**src/design/rmbs_pkg.sv**
```systemverilog
// shared constants, payload types and codes of the rate monotonic scheduler
package rmbs_pkg;

  localparam int MAX_TASKS  = 8;
  localparam int APER_DEPTH = 16;
  localparam int TIME_BITS  = 16;
  localparam int PEND_W     = 24;
  localparam int TASK_W     = $clog2(MAX_TASKS);
  localparam int TCNT_W     = $clog2(MAX_TASKS + 1);
  localparam int QPTR_W     = $clog2(APER_DEPTH);
  localparam int QCNT_W     = $clog2(APER_DEPTH + 1);
  localparam int ACT_W      = 4;

  localparam logic [1:0] REQ_TICK   = 2'd0;
  localparam logic [1:0] REQ_LOAD   = 2'd1;
  localparam logic [1:0] REQ_SUBMIT = 2'd2;

  localparam logic [1:0] RAN_IDLE = 2'd0;
  localparam logic [1:0] RAN_PER  = 2'd1;
  localparam logic [1:0] RAN_APER = 2'd2;

  localparam logic [1:0] ERR_OK    = 2'd0;
  localparam logic [1:0] ERR_FULL  = 2'd1;
  localparam logic [1:0] ERR_ORDER = 2'd2;

  typedef struct packed {
    logic [1:0]  req_type;
    logic [2:0]  task_slot;
    logic [15:0] period_ticks;
    logic [15:0] work_ticks;
    logic [15:0] deadline_ticks;
    logic [15:0] arrival_tick;
  } in_word_t;

  typedef struct packed {
    logic [1:0]  ran_kind;
    logic [3:0]  ran_slot;
    logic        late_flag;
    logic [15:0] tick_now;
    logic [1:0]  error_code;
  } out_word_t;

  typedef enum logic [1:0] {
    OP_TICK,
    OP_LOAD,
    OP_SUBMIT,
    OP_NONE
  } op_t;

  typedef struct packed {
    op_t         op;
    logic [2:0]  task_slot;
    logic [15:0] period_ticks;
    logic [15:0] work_ticks;
    logic [15:0] deadline_ticks;
    logic [15:0] arrival_tick;
  } cmd_t;

  typedef enum logic [2:0] {
    S_IDLE,
    S_SCAN,
    S_RUN,
    S_REL,
    S_OUT
  } state_t;

endpackage

```
**src/design/rmbs_front.sv**
```systemverilog
// front end: two-word input queue that decodes each request into a command
module rmbs_front import rmbs_pkg::*; (
  input  logic     clk,
  input  logic     rst_n,
  input  in_word_t in_word,
  input  logic     push,
  output logic     full,
  output cmd_t     cmd,
  output logic     cmd_vld,
  input  logic     cmd_take
);

  cmd_t       q_r [2];
  logic       wr_ptr_r, wr_ptr_nxt;
  logic       rd_ptr_r, rd_ptr_nxt;
  logic [1:0] cnt_r, cnt_nxt;
  logic       do_push, do_pop;
  cmd_t       dec;

  always_comb begin
    dec.task_slot      = in_word.task_slot;
    dec.period_ticks   = in_word.period_ticks;
    dec.work_ticks     = in_word.work_ticks;
    dec.deadline_ticks = in_word.deadline_ticks;
    dec.arrival_tick   = in_word.arrival_tick;
    unique case (in_word.req_type)
      REQ_TICK:   dec.op = OP_TICK;
      REQ_LOAD:   dec.op = OP_LOAD;
      REQ_SUBMIT: dec.op = OP_SUBMIT;
      default:    dec.op = OP_NONE;
    endcase
  end

  assign full    = (cnt_r == 2'd2);
  assign cmd_vld = (cnt_r != 2'd0);
  assign cmd     = q_r[rd_ptr_r];
  assign do_push = push && !full;
  assign do_pop  = cmd_take && cmd_vld;

  always_comb begin
    wr_ptr_nxt = do_push ? ~wr_ptr_r : wr_ptr_r;
    rd_ptr_nxt = do_pop ? ~rd_ptr_r : rd_ptr_r;
    cnt_nxt    = cnt_r + 2'(do_push) - 2'(do_pop);
  end

  always_ff @(posedge clk) begin
    if (!rst_n) begin
      wr_ptr_r <= 1'b0;
      rd_ptr_r <= 1'b0;
      cnt_r    <= 2'd0;
    end else begin
      wr_ptr_r <= wr_ptr_nxt;
      rd_ptr_r <= rd_ptr_nxt;
      cnt_r    <= cnt_nxt;
    end
  end

  always_ff @(posedge clk) begin
    if (do_push) begin
      q_r[wr_ptr_r] <= dec;
    end
  end

endmodule

```
**src/design/rmbs_back.sv**
```systemverilog
// back end: executes loads, submits and ticks, holds the task table and job queue
module rmbs_back import rmbs_pkg::*; (
  input  logic             clk,
  input  logic             rst_n,
  input  cmd_t             cmd,
  input  logic             cmd_vld,
  output logic             cmd_take,
  input  logic [ACT_W-1:0] active_tasks,
  output out_word_t        res_word,
  output logic             res_vld,
  input  logic             res_pop
);

  state_t                 state_r, state_nxt;
  op_t                    op_r, op_nxt;
  logic [TCNT_W-1:0]      idx_r, idx_nxt;
  logic [TASK_W-1:0]      best_r, best_nxt;
  logic [TIME_BITS-1:0]   best_per_r, best_per_nxt;
  logic                   found_r, found_nxt;
  out_word_t              res_r, res_nxt;
  out_word_t              out_r, out_nxt;
  logic                   out_vld_r, out_vld_nxt;
  logic [TIME_BITS-1:0]   tick_r, tick_nxt;

  logic [TIME_BITS-1:0]   period_r [MAX_TASKS];
  logic [TIME_BITS-1:0]   work_r [MAX_TASKS];
  logic [TIME_BITS-1:0]   dl_r [MAX_TASKS];
  logic [PEND_W-1:0]      pend_r [MAX_TASKS];
  logic [TIME_BITS-1:0]   phase_r [MAX_TASKS];
  logic [TIME_BITS-1:0]   period_nxt [MAX_TASKS];
  logic [TIME_BITS-1:0]   work_nxt [MAX_TASKS];
  logic [TIME_BITS-1:0]   dl_nxt [MAX_TASKS];
  logic [PEND_W-1:0]      pend_nxt [MAX_TASKS];
  logic [TIME_BITS-1:0]   phase_nxt [MAX_TASKS];

  logic [QPTR_W-1:0]      head_r, head_nxt;
  logic [QCNT_W-1:0]      qcnt_r, qcnt_nxt;
  logic [TIME_BITS-1:0]   last_arr_r, last_arr_nxt;

  // job queue memory, read at the head only
  logic [TIME_BITS-1:0]   arr_mem [APER_DEPTH];
  logic [TIME_BITS-1:0]   rem_mem [APER_DEPTH];
  logic [TIME_BITS-1:0]   rd_arr_r, rd_rem_r;
  logic                   arr_we, rem_we;
  logic [QPTR_W-1:0]      arr_addr, rem_addr;
  logic [TIME_BITS-1:0]   arr_wd, rem_wd;

  logic [TCNT_W-1:0]      n_act;
  logic [TASK_W-1:0]      ti;
  logic [TIME_BITS:0]     ph_inc;
  logic [PEND_W-1:0]      pend_dec;
  logic [PEND_W:0]        pend_sum;
  logic                   last_idx;

  assign n_act = (32'(active_tasks) > MAX_TASKS) ? TCNT_W'(MAX_TASKS)
                                                 : TCNT_W'(active_tasks);
  assign ti       = idx_r[TASK_W-1:0];
  assign last_idx = (idx_r == n_act - TCNT_W'(1));
  assign res_word = out_r;
  assign res_vld  = out_vld_r;

  always_comb begin
    state_nxt    = state_r;
    op_nxt       = op_r;
    idx_nxt      = idx_r;
    best_nxt     = best_r;
    best_per_nxt = best_per_r;
    found_nxt    = found_r;
    res_nxt      = res_r;
    out_nxt      = out_r;
    out_vld_nxt  = out_vld_r && !res_pop;
    tick_nxt     = tick_r;
    period_nxt   = period_r;
    work_nxt     = work_r;
    dl_nxt       = dl_r;
    pend_nxt     = pend_r;
    phase_nxt    = phase_r;
    head_nxt     = head_r;
    qcnt_nxt     = qcnt_r;
    last_arr_nxt = last_arr_r;
    cmd_take     = 1'b0;
    arr_we       = 1'b0;
    rem_we       = 1'b0;
    arr_addr     = head_r + qcnt_r[QPTR_W-1:0];
    rem_addr     = head_r + qcnt_r[QPTR_W-1:0];
    arr_wd       = cmd.arrival_tick;
    rem_wd       = cmd.work_ticks;
    ph_inc       = {1'b0, phase_r[ti]} + (TIME_BITS+1)'(1);
    pend_dec     = pend_r[best_r] - PEND_W'(1);
    pend_sum     = {1'b0, pend_r[ti]} + (PEND_W+1)'(work_r[ti]);

    unique case (state_r)
      S_IDLE: begin
        if (cmd_vld) begin
          cmd_take = 1'b0;
          cmd_take = 1'b1;
          op_nxt   = cmd.op;
          res_nxt  = '{ran_kind: RAN_IDLE, ran_slot: 4'd0, late_flag: 1'b0,
                       tick_now: tick_r, error_code: ERR_OK};
          state_nxt = S_OUT;
          unique case (cmd.op)
            OP_TICK: begin
              found_nxt = 1'b0;
              best_nxt  = '0;
              idx_nxt   = '0;
              state_nxt = (n_act == '0) ? S_RUN : S_SCAN;
            end
            OP_LOAD: begin
              if (32'(cmd.task_slot) < MAX_TASKS) begin
                period_nxt[cmd.task_slot[TASK_W-1:0]] = cmd.period_ticks;
                work_nxt[cmd.task_slot[TASK_W-1:0]]   = cmd.work_ticks;
                dl_nxt[cmd.task_slot[TASK_W-1:0]]     = cmd.deadline_ticks;
                pend_nxt[cmd.task_slot[TASK_W-1:0]]   = PEND_W'(cmd.work_ticks);
                phase_nxt[cmd.task_slot[TASK_W-1:0]]  = '0;
              end
            end
            OP_SUBMIT: begin
              if (32'(qcnt_r) >= APER_DEPTH) begin
                res_nxt.error_code = ERR_FULL;
              end else if (qcnt_r != '0 && cmd.arrival_tick < last_arr_r) begin
                res_nxt.error_code = ERR_ORDER;
              end else begin
                arr_we       = 1'b1;
                rem_we       = 1'b1;
                last_arr_nxt = cmd.arrival_tick;
                qcnt_nxt     = qcnt_r + QCNT_W'(1);
              end
            end
            default: ;
          endcase
        end
      end
      S_SCAN: begin
        // new phase is (t+1) mod period, then keep the shortest pending period
        phase_nxt[ti] = (ph_inc >= {1'b0, period_r[ti]}) ? '0 : ph_inc[TIME_BITS-1:0];
        if (pend_r[ti] != '0 && (!found_r || period_r[ti] < best_per_r)) begin
          found_nxt    = 1'b1;
          best_nxt     = ti;
          best_per_nxt = period_r[ti];
        end
        idx_nxt = idx_r + TCNT_W'(1);
        if (last_idx) begin
          state_nxt = S_RUN;
        end
      end
      S_RUN: begin
        if (found_r) begin
          pend_nxt[best_r]  = pend_dec;
          res_nxt.ran_kind  = RAN_PER;
          res_nxt.ran_slot  = 4'(best_r);
          res_nxt.late_flag = (pend_dec != '0) && (phase_r[best_r] > dl_r[best_r]);
        end else if (qcnt_r != '0 && rd_arr_r <= tick_r) begin
          res_nxt.ran_kind = RAN_APER;
          res_nxt.ran_slot = 4'(head_r);
          if (rd_rem_r <= TIME_BITS'(1)) begin
            head_nxt = head_r + QPTR_W'(1);
            qcnt_nxt = qcnt_r - QCNT_W'(1);
          end else begin
            rem_we   = 1'b1;
            rem_addr = head_r;
            rem_wd   = rd_rem_r - TIME_BITS'(1);
          end
        end
        idx_nxt   = '0;
        state_nxt = (tick_r != '0 && n_act != '0) ? S_REL : S_OUT;
      end
      S_REL: begin
        if (phase_r[ti] == '0) begin
          pend_nxt[ti] = pend_sum[PEND_W] ? {PEND_W{1'b1}} : pend_sum[PEND_W-1:0];
        end
        idx_nxt = idx_r + TCNT_W'(1);
        if (last_idx) begin
          state_nxt = S_OUT;
        end
      end
      S_OUT: begin
        if (!out_vld_r || res_pop) begin
          out_nxt     = res_r;
          out_vld_nxt = 1'b1;
          if (op_r == OP_TICK) begin
            tick_nxt = tick_r + TIME_BITS'(1);
          end
          state_nxt = S_IDLE;
        end
      end
      default: state_nxt = S_IDLE;
    endcase
  end

  always_ff @(posedge clk) begin
    if (!rst_n) begin
      state_r   <= S_IDLE;
      out_vld_r <= 1'b0;
      tick_r    <= '0;
      head_r    <= '0;
      qcnt_r    <= '0;
      found_r   <= 1'b0;
      idx_r     <= '0;
      for (int i = 0; i < MAX_TASKS; i++) begin
        pend_r[i]  <= '0;
        phase_r[i] <= '0;
      end
    end else begin
      state_r   <= state_nxt;
      out_vld_r <= out_vld_nxt;
      tick_r    <= tick_nxt;
      head_r    <= head_nxt;
      qcnt_r    <= qcnt_nxt;
      found_r   <= found_nxt;
      idx_r     <= idx_nxt;
      pend_r    <= pend_nxt;
      phase_r   <= phase_nxt;
    end
  end

  always_ff @(posedge clk) begin
    op_r       <= op_nxt;
    best_r     <= best_nxt;
    best_per_r <= best_per_nxt;
    res_r      <= res_nxt;
    out_r      <= out_nxt;
    last_arr_r <= last_arr_nxt;
    period_r   <= period_nxt;
    work_r     <= work_nxt;
    dl_r       <= dl_nxt;
  end

  always_ff @(posedge clk) begin
    if (arr_we) begin
      arr_mem[arr_addr] <= arr_wd;
    end
    rd_arr_r <= arr_mem[head_r];
  end

  always_ff @(posedge clk) begin
    if (rem_we) begin
      rem_mem[rem_addr] <= rem_wd;
    end
    rd_rem_r <= rem_mem[head_r];
  end

  a_qcnt_bound: assert property (@(posedge clk) disable iff (!rst_n)
    32'(qcnt_r) <= APER_DEPTH)
    else $error("job queue count beyond depth");

  a_take_idle: assert property (@(posedge clk) disable iff (!rst_n)
    cmd_take |-> state_r == S_IDLE)
    else $error("command taken while busy");

  a_out_load: assert property (@(posedge clk) disable iff (!rst_n)
    (state_r == S_OUT && (!out_vld_r || res_pop)) |=> out_vld_r && state_r == S_IDLE)
    else $error("result not delivered to output register");

  a_late_per: assert property (@(posedge clk) disable iff (!rst_n)
    out_vld_r && out_r.late_flag |-> out_r.ran_kind == RAN_PER)
    else $error("late flag on a non periodic result");

endmodule

```
**src/design/rate_monotonic_background_scheduler.sv**
```systemverilog
// Rate monotonic scheduler with background service of aperiodic jobs. Words
// enter a two-word queue and are executed one at a time by the back end.
// A load or submit word passes through the idle and output states of the back end.
// A tick word makes a pass over the N slots in use (at most 8) that advances phases
// and picks the shortest pending period, runs the chosen job in a run step, makes a
// second pass that releases tasks whose period has come around, and hands the result
// to the output register in an output step. While the tick counter reads zero there
// is no release pass.
// A one-word output register lets the next word start while a result waits
// to be popped; the back end stalls only when that word is also done.
// Queue order of submitted jobs must follow arrival time.
module rate_monotonic_background_scheduler import rmbs_pkg::*; (
  input  logic             clk,
  input  logic             rst_n,
  input  in_word_t         in_word,
  input  logic             push,
  output logic             full,
  output out_word_t        out_word,
  output logic             empty,
  input  logic             pop,
  input  logic             cfg_we,
  input  logic [ACT_W-1:0] cfg_wdata
);

  cmd_t             cmd;
  logic             cmd_vld;
  logic             cmd_take;
  logic             res_vld;
  logic [ACT_W-1:0] active_r;

  always_ff @(posedge clk) begin
    if (!rst_n) begin
      active_r <= '0;
    end else if (cfg_we) begin
      active_r <= cfg_wdata;
    end
  end

  rmbs_front u_front (
    .clk      (clk),
    .rst_n    (rst_n),
    .in_word  (in_word),
    .push     (push),
    .full     (full),
    .cmd      (cmd),
    .cmd_vld  (cmd_vld),
    .cmd_take (cmd_take)
  );

  rmbs_back u_back (
    .clk          (clk),
    .rst_n        (rst_n),
    .cmd          (cmd),
    .cmd_vld      (cmd_vld),
    .cmd_take     (cmd_take),
    .active_tasks (active_r),
    .res_word     (out_word),
    .res_vld      (res_vld),
    .res_pop      (pop)
  );

  assign empty = !res_vld;

endmodule

```
**config.mk**
```make
export PLATFORM = sky130hd
export DESIGN_NAME = rate_monotonic_background_scheduler
export DESIGN_NICKNAME = d
export VERILOG_FILES = /design/src/design/rmbs_pkg.sv /design/src/design/rmbs_front.sv /design/src/design/rmbs_back.sv /design/src/design/rate_monotonic_background_scheduler.sv
export SDC_FILE = /design/constraint.sdc
export NUM_CORES = 2
export LEC_CHECK = 0
export BUFFER_PORTS_ARGS = -buffer_cell sky130_fd_sc_hd__buf_2
export CAP_MARGIN = 5
export CORE_MARGIN = 8
export CORE_UTILIZATION = 58
export CTS_CLUSTER_DIAMETER = 50
export DETAILED_ROUTE_END_ITERATION = 8
export PLACE_DENSITY = 0.74
export SETUP_SLACK_MARGIN = 0.1
export SLEW_MARGIN = 20
export SYNTH_ARGS = -nofsm -noshare
export SYNTH_HDL_FRONTEND = slang
export SYNTH_SLANG_ARGS = --single-unit
```
**constraint.sdc**
```tcl
create_clock -name clk -period 21 [get_ports clk]
set_clock_uncertainty 0.15 [all_clocks]
set_input_delay 3.15 -clock clk [delete_from_list [all_inputs] [get_ports clk]]
set_output_delay 3.15 -clock clk [all_outputs]
set_load 0.03 [all_outputs]
```
* Word level (Yosys, flattened, before mapping) *
Memory sizes are Yosys's and may differ from the RTL's. A register that Yosys moved wholly into a read port is not among the register bits.
Index checks and enable logic that the tools add are counted.

storage, ports and cells
  register bits after elaboration = 833
  RAM bits = 650
  bits of input ports = 78
  output and inout bits = 27
  logic and storage cells = 297
  memories kept = 3

operators by class
  $add $sub $neg = 13
  $lt $le $gt $ge = 14
  equality and inequality tests = 26
  muxes and demuxes = 114
  bitwise operators = 11
  reduce and logical (&&, ||, !) cells = 50

memory list
  name            depth  width  read ports  clocked after memory_dff  wr ports  RTL line          source
  u_back.arr_mem  16     16     1           1                         1         rmbs_back.sv:41   logic [TIME_BITS-1:0] arr_mem [APER_DEPTH];
  u_back.rem_mem  16     16     1           1                         1         rmbs_back.sv:42   logic [TIME_BITS-1:0] rem_mem [APER_DEPTH];
  u_front.q_r     2      69     1           1                         1         rmbs_front.sv:13  cmd_t q_r [2];

operator list
  operator                                                              number
  192-bit 2-to-1 mux                                                    4
  192-bit bitwise mux                                                   3
  192-bit case mux with 3 select lines                                  1
  128-bit bitwise mux                                                   4
  16-bit 2-to-1 mux                                                     17
  128-bit 2-to-1 mux                                                    2
  128-bit case mux with 2 select lines                                  1
  16-bit binary-select mux with 3-bit select                            5
  24-bit demux with 3-bit select                                        3
  24-bit 2-to-1 mux                                                     8
  24-bit binary-select mux with 3-bit select                            2
  128-bit AND                                                           1
  128-bit inverter                                                      1
  16-bit demux with 3-bit select                                        2
  24-bit nonzero test                                                   2
  5-bit 2-to-1 mux                                                      7
  16-bit < comparator                                                   2
  4-bit 2-to-1 mux                                                      7
  3-bit 2-to-1 mux                                                      9
  24-bit by 16-bit adder with 25-bit output                             1
  25-bit 2-to-1 mux                                                     1
  1-bit 2-to-1 mux                                                      24
  24-bit by 1-bit subtractor with 24-bit output, second input constant  1
  3-bit AND reduction                                                   6
  other kinds (55)                                                      114

* Longest topological paths before layout *
  depth after elaboration = 10
  mapped depth = 24
  mapped depth without buffers = 18

* Modules after synthesis *
A second synthesis with hierarchy kept.

unflattened totals
  cell total of the unflattened synthesis = 5362
  area total of the unflattened synthesis = 69167.6 um^2

by module, submodules not included
  module                               instances  cells each  area an instance (um^2)  sequential area each (um^2)
  rmbs_back                            1          5104        63742.4                  37245.7
  rmbs_front                           1          244         5265.0                   4244.1
  rate_monotonic_background_scheduler  1          14          160.2                    80.1

* Worst setup path before layout *
OpenSTA, ideal clock, no wires.

  path type = input -> register
  start point = input port push
  end point = memory u_front.q_r[0][0] (netlist bit) (enable)
  library setup time = 0.496 ns
  arrival = 6.119 ns
  data required time = 20.354 ns
  slack = 14.235 ns
  cell stages on the path = 2
  buffers on the path = 0
  cells stage by stage = nand2_1 -> nor2_1

on the way
  longest elaborated chain between the ends = 3

RTL lines
  what                                    RTL line                                   source
  start, declared                         rate_monotonic_background_scheduler.sv:16  input logic push,
  1-bit logical AND                       rmbs_front.sv:37                           assign do_push = push && !full;
  1-bit 2-to-1 mux                        rmbs_front.sv:59                           if (do_push) begin
  1-bit 2-to-1 mux (implied by the code)  rmbs_front.sv:60                           q_r[wr_ptr_r] <= dec;
  end, declared                           rmbs_front.sv:13

Every way passes these cells.

* Worst setup path in the final report *
  start point = register u_back.idx_r[2]
  end point = register u_back.pend_r[95] (netlist bit)

on the way
  longest elaborated chain between the ends = 9
  elaborated cells between the ends (all ways) = 23
  those cells by class = add/sub (1); order compare (2); eq/ne (1); mux (15); bitwise (1); reduce/logical (3)

RTL lines
  what                                                                                                             RTL line                                             source
  start, declared                                                                                                  rmbs_back.sv:16                                      logic [TCNT_W-1:0] idx_r, idx_nxt;
  start signal, assigned                                                                                           rmbs_back.sv:210                                     idx_r <= idx_nxt;
  3-bit inverter with 4-bit output *                                                                               rmbs_back.sv:90, rmbs_back.sv:168, rmbs_back.sv:169
  24-bit binary-select mux with 3-bit select / 16-bit binary-select mux with 3-bit select (equally long branches)  rmbs_back.sv:90                                      pend_sum = {1'b0, pend_r[ti]} + (PEND_W+1)'(work_r[ti]);
  24-bit 2-to-1 mux (implied by the code) / 16-bit 2-to-1 mux (equally long branches) (2 in series)                rmbs_back.sv:90
  24-bit by 16-bit adder with 25-bit output                                                                        rmbs_back.sv:90
  24-bit 2-to-1 mux                                                                                                rmbs_back.sv:169                                     pend_nxt[ti] = pend_sum[PEND_W] ? {PEND_W{1'b1}} : pend_sum[PEND_W-1:0];
  192-bit bitwise mux                                                                                              rmbs_back.sv:169
  192-bit 2-to-1 mux                                                                                               rmbs_back.sv:168                                     if (phase_r[ti] == '0) begin
  192-bit case mux with 3 select lines                                                                             rmbs_back.sv:92                                      unique case (state_r)
  end signal, assigned                                                                                             rmbs_back.sv:211                                     pend_r <= pend_nxt;
  end, declared                                                                                                    rmbs_back.sv:28                                      logic [PEND_W-1:0] pend_r [MAX_TASKS];

Every way passes the cells marked *; elsewhere a longest branch is shown, timed or not. The select of a mux whose other input is x is not followed.
A chain may end at the register's enable or synchronous reset.

==> flow_summary.json <==
{
  "status": "finished clean",
  "cts_resized": 0,
  "rows": 126,
  "routed-wl-met3_um": 32800,
  "worst_slew_pin_slew_ns": 1.27,
  "syn_inst": 5569,
  "route.met2.wl_um": 105000,
  "firstDrtPassIters": 8,
  "start_util_pct": 58.6,
  "synth-seq-cells": 1516,
  "finalCriticalPeriod_ns": 7.40,
  "hold_viol": 0,
  "nets": 5844,
  "vias": 52900,
  "synth_area_leaders": "edfxtp_1, dfxtp_1, mux4_2",
  "async_reset_ff_share_pct": 0,
  "place.gp.congestion": 1.09,
  "fill_cells": 8504,
  "ant_nets": 0,
  "cts_setup_buffers": 0,
  "syn_to_final_growth_pct": 12.3,
  "rsz0062_at_grt": "false",
  "cp_data_required_time_ns": 21.46,
  "power_leakage_nw": 25.6,
  "wl_met1_um": 88900,
  "wl_um": 245000,
  "ir_drop_v": 0.000103,
  "p_per_area_nw_per_um2": 128,
  "die_w_um": 361,
  "htreeDepth": 4,
  "yosysTopAreaCellShare_pct": 48.7,
  "drive_gt1_share_pct": 16.9,
  "synth.distinct_cells": 103,
  "slew_violations": 0,
  "numCtsBuffers": 175,
  "grt_overflow": 0,
  "ios": 105,
  "wl_per_cell_um": 33.3,
  "clk_path_buf_depth": 3,
  "syn_area_per_cell_sq_um": 12.4,
  "core_area_sq_um": 118000,
  "arrival_ns": 7.86,
  "synthFlopType": "edfxtp_1",
  "cp_max_fo": 38,
  "slew_headroom_pct": 15.0,
  "crit_path_start_kind": "flip-flop",
  "highest_layer": "met5",
  "syn_area_sq_um": 69100,
  "die_area_sq_um": 131000,
  "grtUsageTotal_pct": 36.2,
  "drc": 0,
  "synth_warnings": 0,
  "tns_ns": 0,
  "grt_pass1_vias": 50300,
  "cts_tree": "done",
  "die_h_um": 361,
  "cts_root_buf": "clkbuf_16",
  "fin_crit_sh_pct": 35.3,
  "grt_antenna_before_repair": 8,
  "critical_path_class": "flip-flop to flip-flop",
  "vias_per_cell": 7.21,
  "clock_sinks": 1516,
  "synth_top_area_cell": "edfxtp_1",
  "hold_class": "flip-flop to flip-flop",
  "hold_buffers": 0,
  "drt_iter0_drc": 8166,
  "endpoint_kind": "flip-flop",
  "max_cap_violations": 0,
  "hold_ws_ns": 0.269,
  "clk_latency_ns": 0.84,
  "ys_seq_area_share_pct": 60.1,
  "port_buffers": 104,
  "clk_pin_slew_ns": 0.06,
  "setup_viol": 0,
  "fmax_mhz": 135,
  "synth_nets": 5764,
  "grt_max_degree": 115,
  "dp_hpwl_um": 150000,
  "grt_pass1_wl_um": 349000,
  "synth_enable_flop_cells": 1121
}
cell families after synthesis:
logic type / count (synthesis) / synth area share (%)
AO/OA/AOI/OAI: 1526 / 15.1
XOR/XNOR: 92 / 1.20
adder cells (fa/ha/maj): 117 / 2.15
buffers and inverters: 487 / 2.94
flip-flops: 1516 / 60.1
multiplexers: 506 / 9.63
AND/OR/NAND/NOR: 1325 / 8.82
metal layers:
layer	vias up	track usage (%)
li1	21800	-
met1	25800	46.8
met2	4218	53.0
met3	1136	11.9
met4	6	21.7
met5	-	0
through the flow:
step                      setup WS, ns  cell area, sq um  std cells  power, mW  utilization (%)
final                            13.60             77700       7339       9.96             65.8
after global routing             13.73             77700       7333       10.2             65.8
after CTS                        14.22             77600       7331       9.78             65.7
after detailed placement         14.22             71600       7008       6.68             60.6
after global placement           14.27             71600       7008       6.64             60.6
after floorplan                  14.23             69100       5569       5.47                -
Yosys cell counts, drive strengths merged (26+ instances only):
library cell	instances
a21o	41
a21oi	314
a221o	28
a221oi	153
a22o	48
a22oi	225
a31oi	45
and2	33
buf	88
clkbuf	264
dfxtp	395
edfxtp	1121
ha	114
inv	132
mux2	153
mux2i	241
mux4	112
nand2	615
nand3	87
nand4	49
nor2	290
nor2b	28
nor3	58
nor4	36
o211ai	43
o21ai	351
o221ai	37
o22ai	26
xnor2	54
xor2	38
state kept, by name, indices dropped and copies added, names as in the netlist, 3 cells and up, named ones only:
register / cells
u_back.head_r: 4
u_back.res_word: 25
u_front.q_r: 138
u_back.phase_r: 128
u_back.rd_rem_r: 16
u_back.idx_r: 4
u_back.arr_mem: 256
u_back.best_r: 3
u_back.dl_r: 128
u_back.rem_mem: 256
u_back.rd_arr_r: 16
u_back.pend_r: 192
u_back.last_arr_r: 16
u_back.best_per_r: 16
u_back.tick_r: 16
u_back.state_r: 3
u_back.work_r: 128
u_back.qcnt_r: 5
u_back.res_r: 25
active_r: 4
u_back.period_r: 128
cell type report:
class	instances	area [sq um]	share of cell area, %
multi-input combinational	3566	26000	33.4
clock buffer	205	4560	5.87
tap	1536	1920	2.47
timing repair buffer	255	1670	2.15
clock inverter	118	1450	1.87
sequential	1516	41600	53.5
antenna	8	20.0	0.0258
inverter	135	509	0.656
cells in the final DEF (no fill, tap or decap), types with 175 or more instances in the layout:
cell and n:
a21oi_1 302, a22oi_1 225, clkbuf_16 175, dfxtp_1 388, edfxtp_1 1121, mux2i_1 233, nand2_1 613, nor2_1 261
o21ai_0 338
power by group:
group          switching (mW)  internal (mW)
Clock                    1.33           1.80
Combinational            2.30          0.775
Sequential              0.132           3.63
Total                    3.76           6.20
worst paths after layout:
kind / from / endpoint / slack (ns) / depth (start not counted)
worst min-delay path: u_back.res_r[8] / u_back.res_word[8] / 0.27 / 0
worst min register to register: u_back.res_r[8] / u_back.res_word[8] / 0.27 / 0
worst max register to register: u_back.idx_r[2] / u_back.pend_r[95] / 13.60 / 12
worst max-delay path: u_back.idx_r[2] / u_back.pend_r[95] / 13.60 / 12
critical path: stages, from the launching register on:
cell       delay, ns
dfxtp_4         0.86
buf_4           0.66
nor2b_2         0.24
buf_4           0.36
a21oi_1         0.98
o221ai_1        0.64
ha_1            0.53
a21oi_1         0.25
nor2b_1         0.11
nor4_2          0.96
nor3_1          0.16
o2111ai_1       0.89
o221ai_1        0.29
Note: power is estimated with default switching activity, not from simulation.
